### src/rtl/core/psn_pkg.sv
// Shared types and constants for the five-point Poisson stencil block.
// No dependencies; every other file in rtl/core imports this package.
package psn_pkg;

	// Sizing
	localparam int MAX_WIDTH   = 1024;
	localparam int MAX_HEIGHT  = 1024;
	localparam int GRID_SIZE   = 4096;

	localparam int COL_W       = $clog2(MAX_WIDTH);
	localparam int ROW_W       = (MAX_HEIGHT > 1) ? $clog2(MAX_HEIGHT) : 1;

	// Field widths
	localparam int POS_W       = 12;
	localparam int SIZE_W      = 11;
	localparam int CFG_IDX_W   = 4;
	localparam int CFG_DATA_W  = 12;
	localparam int VAL_W       = 32;
	localparam int COEF_W      = 16;

	// Width that holds a clamped size and a counter plus one
	localparam int DIM_A       = (SIZE_W > COL_W + 1) ? SIZE_W : COL_W + 1;
	localparam int DIM_W       = (DIM_A > ROW_W + 1) ? DIM_A : ROW_W + 1;
	// Coordinate sum before the grid wrap
	localparam int CSUM_W      = ((POS_W > DIM_W) ? POS_W : DIM_W) + 1;

	// Arithmetic
	localparam int SUMXY_W     = COEF_W + 1;
	localparam int SUM_W       = VAL_W + 1;
	localparam int PROD_W      = VAL_W + COEF_W + 1;
	localparam int ACC_W       = PROD_W + 3;
	localparam int FRAC_SHIFT  = 12;

	localparam logic signed [ACC_W-1:0] ROUND_HALF = ACC_W'(1) <<< (FRAC_SHIFT - 1);
	localparam logic signed [ACC_W-1:0] SAT_MAX    =
		(ACC_W'(1) <<< (VAL_W - 1)) - ACC_W'(1);
	localparam logic signed [ACC_W-1:0] SAT_MIN    = -(ACC_W'(1) <<< (VAL_W - 1));

	// Job queue between front and back
	localparam int QUEUE_DEPTH = 4;
	localparam int QPTR_W      = $clog2(QUEUE_DEPTH);
	localparam int QCNT_W      = $clog2(QUEUE_DEPTH + 1);

	typedef enum logic [CFG_IDX_W-1:0] {
		REG_START_X    = CFG_IDX_W'(0),
		REG_START_Y    = CFG_IDX_W'(1),
		REG_SUB_WIDTH  = CFG_IDX_W'(2),
		REG_SUB_HEIGHT = CFG_IDX_W'(3)
	} cfg_reg_t;

	typedef struct packed {
		logic signed [VAL_W-1:0]  value;
		logic signed [COEF_W-1:0] coef_x;
		logic signed [COEF_W-1:0] coef_y;
	} item_t;

	typedef struct packed {
		logic signed [VAL_W-1:0] result;
		logic [POS_W-1:0]        col;
		logic [POS_W-1:0]        row;
		logic                    last_of_run;
		logic                    block_done;
	} res_t;

	typedef struct packed {
		logic [POS_W-1:0] col;
		logic [POS_W-1:0] row;
		logic             last_of_run;
		logic             block_done;
	} tag_t;

	// One stencil evaluation, operands already paired up
	typedef struct packed {
		logic signed [VAL_W-1:0]   center;
		logic signed [SUMXY_W-1:0] sum_xy;
		logic signed [COEF_W-1:0]  coef_x;
		logic signed [COEF_W-1:0]  coef_y;
		logic signed [SUM_W-1:0]   sum_ud;
		logic signed [SUM_W-1:0]   sum_lr;
		tag_t                      tag;
	} job_t;

endpackage

### src/rtl/core/psn_fifo.sv
// Short job queue between front and back; register array, one read port.
// Depends on psn_pkg.
module psn_fifo (
	input  logic          clk,
	input  logic          arst_n,
	input  logic          push_valid,
	output logic          push_ready,
	input  psn_pkg::job_t push_data,
	output logic          pop_valid,
	input  logic          pop_ready,
	output psn_pkg::job_t pop_data
);
	import psn_pkg::*;

	job_t              mem_q [QUEUE_DEPTH];
	logic [QPTR_W-1:0] wr_q, rd_q;
	logic [QCNT_W-1:0] cnt_q;
	logic              push, pop;

	function automatic logic [QPTR_W-1:0] ptr_inc(input logic [QPTR_W-1:0] p);
		return (p == QPTR_W'(QUEUE_DEPTH - 1)) ? '0 : p + QPTR_W'(1);
	endfunction

	assign push_ready = cnt_q != QCNT_W'(QUEUE_DEPTH);
	assign pop_valid  = cnt_q != '0;
	assign push       = push_valid && push_ready;
	assign pop        = pop_valid && pop_ready;
	assign pop_data   = mem_q[rd_q];

	always_ff @(posedge clk or negedge arst_n) begin
		if (!arst_n) begin
			wr_q  <= '0;
			rd_q  <= '0;
			cnt_q <= '0;
		end else begin
			if (push) begin
				wr_q <= ptr_inc(wr_q);
			end
			if (pop) begin
				rd_q <= ptr_inc(rd_q);
			end
			case ({push, pop})
				2'b10:   cnt_q <= cnt_q + QCNT_W'(1);
				2'b01:   cnt_q <= cnt_q - QCNT_W'(1);
				default: ;
			endcase
		end
	end

	always_ff @(posedge clk) begin
		if (push) begin
			mem_q[wr_q] <= push_data;
		end
	end

endmodule

### config.mk
export PLATFORM = sky130hd
export DESIGN_NAME = psn_fifo
export DESIGN_NICKNAME = d
export VERILOG_FILES = /design/src/rtl/core/psn_pkg.sv /design/src/rtl/core/psn_fifo.sv
export SDC_FILE = /design/constraint.sdc
export NUM_CORES = 1
export LEC_CHECK = 0
export ABC_AREA = 1
export BUFFER_PORTS_ARGS = -buffer_cell sky130_fd_sc_hd__buf_2
export CORE_MARGIN = 4
export CORE_UTILIZATION = 52
export CTS_CLUSTER_SIZE = 40
export DETAILED_ROUTE_END_ITERATION = 8
export GPL_ROUTABILITY_DRIVEN = 0
export GPL_TIMING_DRIVEN = 0
export PLACE_DENSITY = 0.83
export SYNTH_ARGS = -nofsm -noshare
export SYNTH_HDL_FRONTEND = slang
export SYNTH_SLANG_ARGS = --single-unit
### constraint.sdc
create_clock -name clk -period 8.2 [get_ports clk]
set_input_delay 0.82 -clock clk [delete_from_list [all_inputs] [get_ports clk]]
set_output_delay 0.82 -clock clk [all_outputs]
set_load 0.02 [all_outputs]
Word level (Yosys, flattened, before mapping). Memories as Yosys holds them, arrays and structs flattened. Cells that the tools add are included. Widths: inputs -> output; s select.

Bitwise logic cells: 0. Magnitude comparators: 0. Div/mod/pow operators: 0. Equality and inequality tests: 5. Add/sub/neg operators: 4. Reductions and logical operators: 4. Multiply operators: 0. Shifts and indexed selects: 0. Muxes and demuxes: 5.

Operators with widths (number): $eq 2x2->1 const B (3); $pmux 3 s2 (1); $add 2x1->2 const B (2); $mux 2 (2); $add 3x1->3 const B (1); $ne 3x3->1 const B (1); $reduce_bool 3->1 (1); $sub 3x1->3 const B (1); $eq 2x1->1 const B (1); $logic_and 1x1->1 (2); $mux 1 (2); $reduce_bool 2->1 (1).

Bits of input ports: 177. Bits in registers: 7. RAM bits: 692. Bits in read-only memories: 0. Output and inout bits: 175. Bits in latches: 0. Memories kept: 1.

Memories: mem_q (words 4, bits a word 173, read ports 1, clocked after Yosys merged registers in 0, write ports 1, line psn_fifo.sv:15) `job_t mem_q [QUEUE_DEPTH];`.

Longest topological paths before layout.
Depth after elaboration: 4. Gate-level depth with buffers: 12. Depth with buffers taken out: 12.

Least setup slack after synthesis. No wires, ideal clock.

Path kind: input to register. Start point: in push_valid. End point: mem mem_q[0][0] in the netlist's numbering, enable pin. Buffers on the path: 0. Stages: 2. Library setup time: 709 ps. Setup slack: -672 ps. Data required time: 7491 ps. Data arrival time: 8163 ps. Cells stage by stage: nand2_1 > nor2_1.

Word-level cells in the longest chain between the ends: 3.

Ends and longest elaborated chain: start, declared (line psn_fifo.sv:6) `input logic push_valid,`; $logic_and 1x1->1 (line psn_fifo.sv:26) `assign push = push_valid && push_ready;`; $mux 1 (line psn_fifo.sv:51) `if (push) begin`; $mux 1 (not written as such) (line psn_fifo.sv:52) `mem_q[wr_q] <= push_data;`; end, declared (line psn_fifo.sv:15).

No other way between the ends.

==> results.yml <==
job:
  max_cap_viol_count: 0
power_and_ir_drop:
  p_comb_frac: 0.395
  p_sw_uw: 5056
  p_int_uw: 8094
  swShare: 0.3845
  p_leak_uw: 0.01340
  clkPwrFrac: 0.237
  ir_worst_vdd_mv: 0.3809
  pwr-share-seq: 0.368
  power_uw: 13150
  power.density_nw_per_um2: 392.7
detailed_routing:
  ant_nets: 0
  avgRoutedWirePerCell_um: 21.57
  drt_first_pass_iters: 6
  drc_errors: 0
  vias: 18230
  drt_wl_total_um: 70870
  vias_per_cell: 5.548
  drt-initial-drc-count: 1625
timing:
  max_freq_mhz: 323.0
  setup_violations: 0
  rsz0062_at_grt: "false"
  fin_crit_sh: 0.3775
  slew_viol_final: 0
  fin_skew_ns: 0.03131
  finalHoldViolations: 0
  timing.hold.ws_ns: 0.04533
  tightest_slew_ns: 0.9935
  max-slew-margin-rel: 0.3361
  post-route-min-period_ns: 3.096
synth:
  ys_ff_latch: 699
  synth_xor_area_frac: 0.0003126
  yosys_warnings: 0
  ys_types: 15
  yosysTopAreaCellShare: 0.7417
  synth_mux_area_frac: 0
  synthTopCellsByArea: "edfxtp_1 (74%), o211ai_1 (9.3%), nand2_1 (7.2%), inv_1 (4.8%), buf_6 (2.3%)"
  synthSimpleGateAreaFrac: 0.07382
  synth_adder_area_share: 0.003394
  synth_top_family_by_area: "compound AO/OA/AOI/OAI gates"
  synth_area_leader_cell: "edfxtp_1"
  synthesis.area_um2: 28020
  seq_area_frac_synth: 0.7479
  syn_area_per_cell_um2: 13.49
  syn_inst: 2077
  synth_compound_area_frac: 0.09289
  syn-num-nets: 2261
floorplanning:
  dieArea_um2: 57660
  fp-row-count: 84
  core-area_um2: 52970
  die_h_um: 240.1
  die_width_um: 240.1
  start_util: 0.5289
  pin_count: 352
cts:
  cts_tree: "done"
  clkSlewWorstSetupHoldPaths_ns: 0.06
  clock_sinks: 699
  clk-insertion-delay-late_ns: 0.61
  hold_buffers: 0
  htreeDepth: 3
  numCtsBuffers: 72
  cts_resized: 0
  post_cts_buffers: 0
  cts-root-buf: "clkbuf_16"
  clockBufferDepth: 3
grt:
  grt_pass1_vias: 18570
  grt_max_degree: 29
  grt_use_total: 0.2410
  grt_pass1_wl_um: 106000
  antenna_found_initial: 20
  overflow: 0
worst_hold_path:
  hold_class: "in2async"
worst_setup_path:
  cp.arrival_ns: 2.28
  crit_fanout: 10
  crit_required_ns: 7.38
  startpoint_type: "flip-flop"
  path_class: "reg2out"
  endpoint_kind: "primary output"
finish:
  fin_nets: 2712
  syn_to_final_growth_pct: 19.51
  final_cells: 3285
  final_area_um2: 33480
  drive_gt1_frac: 0.2311
place:
  place_inst: 3142
  portBuffers: 351
  dpl.hpwl_um: 46540
  placed_area_um2: 31210
status:
  status: "completed"
## worst max-delay path, cell delays in order (launching register included)
cell and delay, ns:
dfrtp_1 0.43, inv_1 0.08, buf_2 0.34, buf_2 0.36
o211ai_1 0.14, nand2_1 0.11, buf_2 0.21
## cells in the final DEF, fill, tap and decap left out, types with 3 or more instances in the layout
cell type	netlist	layout
buf_12	0	23
buf_16	0	3
buf_2	56	407
buf_6	58	58
bufinv_16	0	5
clkbuf_1	1	12
clkbuf_16	0	74
clkinv_1	0	13
clkinv_2	0	16
dfrtp_1	7	7
diode_2	0	18
edfxtp_1	692	692
ha_1	6	6
inv_1	360	360
inv_6	0	3
nand2_1	534	534
nand3_1	7	7
nor2_4	0	4
o211ai_1	346	346
## state kept, by name, summed over array words and instances, names as in the netlist
register / flops
wr_q: 2
rd_q: 2
cnt_q: 3
mem_q: 692
## logic make-up (layout without fill, tap and decap cells)
family / count (synthesis) / after routing
buffers and inverters: 475 / 977
adders and majority gates: 7 / 7
AOI/OAI and AO/OA: 347 / 347
and+or+nand+nor: 548 / 548
other: 0 / 18
DFF: 699 / 699
xor gates and xnor gates: 1 / 1
## synth_stat cells
cell / instances
buf_2: 56
buf_6: 58
clkbuf_1: 1
dfrtp_1: 7
edfxtp_1: 692
fa_1: 1
ha_1: 6
inv_1: 360
nand2_1: 534
nand3_1: 7
nand4_1: 1
nor2_1: 6
o211ai_1: 346
o21ai_0: 1
xnor2_1: 1
## per-stage QoR
step / util / TNS [ns] / worst slack [ns]
6_report: 0.6321 / 0 / 5.104
5_1_grt: 0.6317 / 0 / 4.952
4_1_cts: 0.6313 / 0 / 5.032
3_5_place_dp: 0.5892 / 0 / 5.007
3_3_place_gp: 0.5783 / -4467.66 / -6.557
2_1_floorplan: - / -464.91 / -0.6718
## routing by layer
metal / track usage / share of wire / up-vias
met3: 0.06114 / 0.093 / 161
li1: - / - / 8198
met4: 0.09321 / 0.034 / 12
met5: 0 / 0.0011 / -
met1: 0.2987 / 0.37 / 8926
met2: 0.4106 / 0.50 / 928
## area by class of cell
type / instances / area, µm²
repair buffers: 377 / 2300
plain buffers: 115 / 937.1
clock buffers: 85 / 1893
well taps: 688 / 860.8
multi-input cells: 903 / 4805
diodes: 18 / 45.04
clock inverters: 40 / 337.8
fillers: 3619 / 19490
flip-flops and latches: 699 / 20960
inverters: 360 / 1351
## power by group through the flow
| stage | registers, µW | logic, µW | clock network (µW) |
|---|---|---|---|
| finish | 4840 | 5200 | 3110 |
| global route | 4880 | 5580 | 3310 |
| CTS | 4840 | 5210 | 3150 |
| detailed placement | 4910 | 5170 | 0 |
| global placement | 5260 | 4880 | 0 |
| floorplan | 5070 | 3140 | 0 |
## final timing paths
kind / endpoint / slack, ns / cells past startpoint / startpoint
setup / recovery: pop_data[8] / 5.10 / 6 / rd_q[1]$_DFFE_PN0P_
hold / removal: rd_q[1]$_DFFE_PN0P_ / 0.05 / 1 / arst_n
setup reg to reg: mem_q[0][20]$_DFFE_PP_ / 5.26 / 7 / cnt_q[0]$_DFFE_PN0P_
hold reg to reg: cnt_q[1]$_DFFE_PN0P_ / 0.48 / 2 / cnt_q[1]$_DFFE_PN0P_
max in group asynchronous: wr_q[1]$_DFFE_PN0P_ / 7.97 / 1 / arst_n
min in group clk: mem_q[1][58]$_DFFE_PP_ / 0.42 / 1 / push_data[58]
Note: power is estimated with default switching activity, not from simulation.
