[src/rtl/core/psn_pkg.sv]
// Shared types and constants for the five-point Poisson stencil block.
// No dependencies; every other file in rtl/core imports this package.
package psn_pkg;

	// Sizing
	localparam int MAX_WIDTH   = 1024;
	localparam int MAX_HEIGHT  = 1024;
	localparam int GRID_SIZE   = 4096;

	localparam int COL_W       = $clog2(MAX_WIDTH);
	localparam int ROW_W       = (MAX_HEIGHT > 1) ? $clog2(MAX_HEIGHT) : 1;

	// Field widths
	localparam int POS_W       = 12;
	localparam int SIZE_W      = 11;
	localparam int CFG_IDX_W   = 4;
	localparam int CFG_DATA_W  = 12;
	localparam int VAL_W       = 32;
	localparam int COEF_W      = 16;

	// Width that holds a clamped size and a counter plus one
	localparam int DIM_A       = (SIZE_W > COL_W + 1) ? SIZE_W : COL_W + 1;
	localparam int DIM_W       = (DIM_A > ROW_W + 1) ? DIM_A : ROW_W + 1;
	// Coordinate sum before the grid wrap
	localparam int CSUM_W      = ((POS_W > DIM_W) ? POS_W : DIM_W) + 1;

	// Arithmetic
	localparam int SUMXY_W     = COEF_W + 1;
	localparam int SUM_W       = VAL_W + 1;
	localparam int PROD_W      = VAL_W + COEF_W + 1;
	localparam int ACC_W       = PROD_W + 3;
	localparam int FRAC_SHIFT  = 12;

	localparam logic signed [ACC_W-1:0] ROUND_HALF = ACC_W'(1) <<< (FRAC_SHIFT - 1);
	localparam logic signed [ACC_W-1:0] SAT_MAX    =
		(ACC_W'(1) <<< (VAL_W - 1)) - ACC_W'(1);
	localparam logic signed [ACC_W-1:0] SAT_MIN    = -(ACC_W'(1) <<< (VAL_W - 1));

	// Job queue between front and back
	localparam int QUEUE_DEPTH = 4;
	localparam int QPTR_W      = $clog2(QUEUE_DEPTH);
	localparam int QCNT_W      = $clog2(QUEUE_DEPTH + 1);

	typedef enum logic [CFG_IDX_W-1:0] {
		REG_START_X    = CFG_IDX_W'(0),
		REG_START_Y    = CFG_IDX_W'(1),
		REG_SUB_WIDTH  = CFG_IDX_W'(2),
		REG_SUB_HEIGHT = CFG_IDX_W'(3)
	} cfg_reg_t;

	typedef struct packed {
		logic signed [VAL_W-1:0]  value;
		logic signed [COEF_W-1:0] coef_x;
		logic signed [COEF_W-1:0] coef_y;
	} item_t;

	typedef struct packed {
		logic signed [VAL_W-1:0] result;
		logic [POS_W-1:0]        col;
		logic [POS_W-1:0]        row;
		logic                    last_of_run;
		logic                    block_done;
	} res_t;

	typedef struct packed {
		logic [POS_W-1:0] col;
		logic [POS_W-1:0] row;
		logic             last_of_run;
		logic             block_done;
	} tag_t;

	// One stencil evaluation, operands already paired up
	typedef struct packed {
		logic signed [VAL_W-1:0]   center;
		logic signed [SUMXY_W-1:0] sum_xy;
		logic signed [COEF_W-1:0]  coef_x;
		logic signed [COEF_W-1:0]  coef_y;
		logic signed [SUM_W-1:0]   sum_ud;
		logic signed [SUM_W-1:0]   sum_lr;
		tag_t                      tag;
	} job_t;

endpackage

[src/rtl/core/psn_back.sv]
// Back end: multiply, sum, round and saturate, then the output register.
// Depends on psn_pkg; pulls jobs from psn_fifo.
module psn_back (
	input  logic          clk,
	input  logic          arst_n,
	input  logic          job_valid,
	output logic          job_ready,
	input  psn_pkg::job_t job,
	output logic          res_valid,
	input  logic          res_ready,
	output psn_pkg::res_t res
);
	import psn_pkg::*;

	logic                     en;
	logic                     valid_s2, valid_s3, res_valid_q;
	logic signed [PROD_W-1:0] p0_s2, p1_s2, p2_s2;
	logic signed [ACC_W-1:0]  acc_s3, rnd, shf, sat;
	tag_t                     tag_s2, tag_s3;
	res_t                     res_q;

	// whole pipe stalls together while the output waits
	assign en        = !res_valid_q || res_ready;
	assign job_ready = en;
	assign res_valid = res_valid_q;
	assign res       = res_q;

	always_ff @(posedge clk or negedge arst_n) begin
		if (!arst_n) begin
			valid_s2    <= 1'b0;
			valid_s3    <= 1'b0;
			res_valid_q <= 1'b0;
		end else if (en) begin
			valid_s2    <= job_valid;
			valid_s3    <= valid_s2;
			res_valid_q <= valid_s3;
		end
	end

	// rounding: add half an LSB at 28 fraction bits, floor to 16
	always_comb begin
		rnd = acc_s3 + ROUND_HALF;
		shf = rnd >>> FRAC_SHIFT;
		if (shf > SAT_MAX) begin
			sat = SAT_MAX;
		end else if (shf < SAT_MIN) begin
			sat = SAT_MIN;
		end else begin
			sat = shf;
		end
	end

	always_ff @(posedge clk) begin
		if (en) begin
			p0_s2  <= PROD_W'(job.sum_xy) * PROD_W'(job.center);
			p1_s2  <= PROD_W'(job.coef_y) * PROD_W'(job.sum_ud);
			p2_s2  <= PROD_W'(job.coef_x) * PROD_W'(job.sum_lr);
			tag_s2 <= job.tag;

			acc_s3 <= (ACC_W'(p0_s2) <<< 1) - ACC_W'(p1_s2) - ACC_W'(p2_s2);
			tag_s3 <= tag_s2;

			res_q.result      <= sat[VAL_W-1:0];
			res_q.col         <= tag_s3.col;
			res_q.row         <= tag_s3.row;
			res_q.last_of_run <= tag_s3.last_of_run;
			res_q.block_done  <= tag_s3.block_done;
		end
	end

endmodule

[config.mk]
export PLATFORM = sky130hd
export DESIGN_NAME = psn_back
export DESIGN_NICKNAME = d
export VERILOG_FILES = /design/src/rtl/core/psn_pkg.sv /design/src/rtl/core/psn_back.sv
export SDC_FILE = /design/constraint.sdc
export NUM_CORES = 2
export LEC_CHECK = 0
export BUFFER_PORTS_ARGS = -buffer_cell sky130_fd_sc_hd__clkbuf_2
export CORE_UTILIZATION = 55
export CTS_CLUSTER_DIAMETER = 120
export CTS_CLUSTER_SIZE = 8
export DETAILED_ROUTE_END_ITERATION = 8
export GPL_ROUTABILITY_DRIVEN = 0
export HOLD_SLACK_MARGIN = 0.05
export PLACE_DENSITY = 0.74
export REMOVE_ABC_BUFFERS = 1
export SLEW_MARGIN = 25
export SYNTH_ARGS = -nofsm -noshare
export SYNTH_HDL_FRONTEND = slang
export SYNTH_SLANG_ARGS = --single-unit
[constraint.sdc]
create_clock -name clk -period 19.65 [get_ports clk]
set_input_delay 4.9125 -clock clk [delete_from_list [all_inputs] [get_ports clk]]
set_output_delay 4.9125 -clock clk [all_outputs]
set_load 0.02 [all_outputs]
# ---- Yosys cells after proc, flatten, opt, wreduce, memory -nomap -nowiden
# Index checks and enable logic that the tools add are counted.
dict set report classes {
  mul 3
  n_lt_le_gt_ge 2
  addsub 3
  n_mux 1
  reduce_logical 2
}
# operator n
set ops {}
lappend ops {{$mul 16x33->49} 2}
lappend ops {{$add 52x13->52 const B} 1}
lappend ops {{$sub 51x49->52} 1}
lappend ops {{$sub 50x49->51} 1}
lappend ops {{$mul 17x32->49} 1}
lappend ops {{$gt 40x32->1 const B} 1}
lappend ops {{$lt 40x32->1 const B} 1}
lappend ops {{$mux 32} 1}
lappend ops {{$logic_not 1->1} 1}
lappend ops {{$logic_or 1x1->1} 1}
dict set report word_totals {
  out_inout_bits 60
  in_bits 177
  reg_bits 312
  wordCells 31
}

# ---- Logic depth before layout (Yosys ltp)
dict set report logic_depth {
  word_depth 3
  mapped_depth 27
  mapped_depth_nobuf 24
}

# ---- Worst setup path before layout
# No wires, ideal clock.
dict set report synth_path {
  path_type {input port to output port}
  startpoint {in res_ready}
  endpoint {out job_ready}
  arrival_ps 12239
  path_buffers 0
  path_stages 1
  required_time_ps 14737
  path_slack_ps 2499
  path_cell_list {nand2b_1}
}
dict set report synth_between {
  elab_chain_len 1
}
# element line_no
set synth_lines {}
lappend synth_lines {{from (decl)} psn_back.sv:10} ;# input logic res_ready,
lappend synth_lines {{$logic_or 1x1->1} psn_back.sv:23} ;# assign en = !res_valid_q || res_ready;
lappend synth_lines {{to (decl)} psn_back.sv:7} ;# output logic job_ready,
# Every way passes these cells.

# ---- Worst setup path after layout
dict set report layout_path {
  startpoint {in job[94] in the netlist's numbering}
  endpoint {reg p1_s2[48] (data pin)}
}
dict set report layout_between {
  elab_chain_len 1
}
# element line_no
set layout_lines {}
lappend layout_lines {{from (decl)} psn_back.sv:8} ;# input psn_pkg::job_t job,
lappend layout_lines {{$mul 16x33->49} psn_back.sv:56} ;# p1_s2 <= PROD_W'(job.coef_y) * PROD_W'(job.sum_ud);
lappend layout_lines {{to (signal assigned)} psn_back.sv:56}
lappend layout_lines {{to (decl)} psn_back.sv:17} ;# logic signed [PROD_W-1:0] p0_s2, p1_s2, p2_s2;
# Every way passes these cells.
# A chain may end at the register's enable or synchronous reset.

==> impl_metrics.json <==
{
  "multiInputGateArea_um2": 51700,
  "seq_area_frac_synth_pct": 13.2,
  "report.final.hold_viol_count": 0,
  "cts_sinks": 301,
  "hp-start": "tag_s3[18]",
  "seq_area_um2": 9020,
  "rrSetupSlack_ns": 15.32,
  "ios": 237,
  "grt_max_degree": 75,
  "met2_usage_pct": 46.7,
  "dr_total_vias": 48276,
  "port_buffers": 236,
  "slew_headroom_pct": 32.3,
  "setup_viol": 0,
  "hpwl_um": 133000,
  "area_growth_pct": 5.00,
  "grt_pass1_wl_um": 280000,
  "global_route.usage.total_pct": 28.3,
  "clk_latency_ns": 0.60,
  "start_util_pct": 55.4,
  "antenna_found_initial": 2,
  "status": "complete, no violations",
  "cts_tree": "yes",
  "hp-class": "reg2reg",
  "yosys-top-cells-area": "fa_1 46%, edfxtp_1 13%, inv_1 9.7%",
  "grt_util_met3_pct": 5.33,
  "drt_pre_antenna_iters": 6,
  "synth_edf_count": 298,
  "r2r_cells": 9,
  "hold_depth": 0,
  "fill_cells": 10528,
  "die_h_um": 355,
  "crit_fanout": 33,
  "min_period_ns": 11.90,
  "fin_skew_ns": 0.0321,
  "routed_wirelength_um": 170000,
  "grt_pass1_vias": 53094,
  "yosysWarnings": 0,
  "criticalPathCategory": "in2reg",
  "hold_buffers": 0,
  "avgViaCountPerCell": 5.50,
  "num-nets-final": 9276,
  "die_w_um": 355,
  "synthFlopType": "edfxtp_1",
  "startpoint_type": "primary input",
  "fin_crit_sh_pct": 60.6,
  "rows": 129,
  "final_antenna_net_count": 0,
  "crit-reg2reg-capture": "res[28]",
  "r2r_start": "acc_s3[13]",
  "post-cts-setup-buffers": 0,
  "synth_top_area_share_pct": 45.9,
  "drt_iter0_markers": 3788,
  "numCtsBuffers": 43,
  "drc": 0,
  "yosys.area.top_type": "fa_1",
  "finalSetupTns_ns": 0,
  "ctsHtreeMaxLevel": 2,
  "async_flop_share_pct": 0.997,
  "clk_pin_slew_ns": 0.05,
  "dieArea_um2": 126000,
  "final_max_slew_viol_count": 0,
  "syn_area_um2": 68400,
  "coreArea_um2": 124000,
  "worstMarginPinSlew_ns": 1.01,
  "cts_resized": 0,
  "layout-drive-gt1-share_pct": 4.48,
  "hold_end": "res[18]",
  "cts_buffer_depth": 3,
  "wl_per_cell_um": 19.4,
  "rsz0062_at_grt": "false",
  "drv_cap": 0,
  "postLayoutCoreUtil_pct": 58.1,
  "cp.arrival_ns": 12.24,
  "syn_inst": 7126,
  "synth_cell_type_count": 81,
  "timing.fmax_ghz": 0.0840,
  "ys_ff_latch": 301,
  "overflow": 0,
  "top_usage_layer": "met2",
  "cts_root_buf": "clkbuf_16",
  "synth_area_per_cell_um2": 9.60,
  "cp_data_required_time_ns": 19.98,
  "setup.worst_path.end_class": "flip-flop",
  "grtUsageMet1_pct": 37.2
}
[worst max-delay path: stages]
cell and delay [ns]:
clkbuf_2 0.73, nand2_1 0.19, fa_1 0.54, fa_1 0.53, fa_1 0.53, inv_1 0.06, fa_1 0.50, fa_1 0.51
inv_1 0.05, fa_1 0.48, inv_1 0.04, ha_1 0.32, a21oi_1 0.28, a21oi_1 0.16, nor4b_2 0.56, a211oi_1 0.28
or4_1 0.54, a31oi_2 0.27, and3_1 0.22, o31ai_1 0.14, o41ai_2 0.25, xnor2_1 0.12
[state kept, by name, summed over array words and instances, names as in the netlist]
register,flops
p0_s2,49
res,58
tag_s2,26
res_valid,1
p1_s2,49
tag_s3,26
p2_s2,49
valid_s2,1
acc_s3,41
valid_s3,1
[cell families after synthesis]
kind of cell	Yosys count	share of synthesized area [%]
simple gates	2052	14.5
buf+inv	2050	11.3
fa+ha+maj	1968	53.2
compound gates	537	5.06
flops	301	13.2
xor+xnor	213	2.73
mux	5	0.0786
[how the worst max path moves through the flow]
stage | depth (start not counted) | from | slack, ns | end
2_1_floorplan | 1 | res_ready | 2.50 | job_ready
3_3_place_gp | 24 | job[99] | 7.35 | p1_s2[45]
3_5_place_dp | 22 | job[93] | 7.42 | p1_s2[48]
4_1_cts | 22 | job[93] | 7.99 | p1_s2[48]
5_1_grt | 22 | job[93] | 7.58 | p1_s2[48]
6_report | 22 | job[94] | 7.75 | p1_s2[48]
[per-layer routing]
metal / share of wire, % / vias to the layer above
li1: - / 21064
met1: 39 / 24524
met2: 48 / 2275
met3: 9.0 / 411
met4: 4.3 / 2
met5: 0.011 / -
[stage by stage]
stage / cell area [um^2] / hold slack (ns) / instances / worst slack (ns)
2_1_floorplan: 67300 / 0.400 / 6840 / 2.50
3_3_place_gp: 70700 / 0.401 / 8723 / 7.35
4_1_cts: 71900 / 0.415 / 8778 / 7.99
3_5_place_dp: 70700 / 0.405 / 8723 / 7.42
5_1_grt: 71900 / 0.418 / 8779 / 7.58
6_report: 71900 / 0.411 / 8779 / 7.75
[cell type report]
type	instances	share of cell area (%)
inverters	1764	9.21
flip-flops and latches	301	12.6
well taps	1637	2.85
diodes	1	0.00348
clock inverters	4	0.104
multi-input cells	4775	72.0
clock buffers	51	1.54
repair buffers	246	1.75
[cells in the final DEF (no fill, tap or decap), drive strengths merged, types with 5 or more instances in the layout]
cell type	instances
a211o	8
or3	8
o21bai	21
o31a	5
fa	1569
clkbuf	287
o211ai	14
nor2b	21
nand3	51
and4	5
edfxtp	298
nand4	33
nand2	964
ha	399
nor4	7
xnor2	134
nand3b	8
o22ai	5
nand2b	37
o31ai	9
a211oi	13
and2	661
o2111ai	6
nor3	31
a31oi	21
buf	10
and3	27
nor2	187
a21boi	9
a21o	92
xor2	79
o21a	21
a21oi	157
inv	1765
o21ai	119
[synthesized netlist by cell type, drive strengths merged (8+ instances only)]
master / instances
or3: 8
edfxtp: 298
nand2: 964
and3: 27
xnor2: 134
o21bai: 21
a31oi: 21
o21a: 21
o211ai: 14
fa: 1569
a21boi: 9
o31ai: 9
nor3: 31
a211oi: 13
nand2b: 37
nor2b: 21
and2: 661
ha: 399
a211o: 8
inv: 1763
a21o: 92
nand3: 51
nor2: 187
a21oi: 157
clkbuf: 268
nand4: 33
xor2: 79
o21ai: 119
nand3b: 8
buf: 18
Power is not shown: default switching activity piles up to over one toggle a cycle in this logic, so the estimate is an artifact.
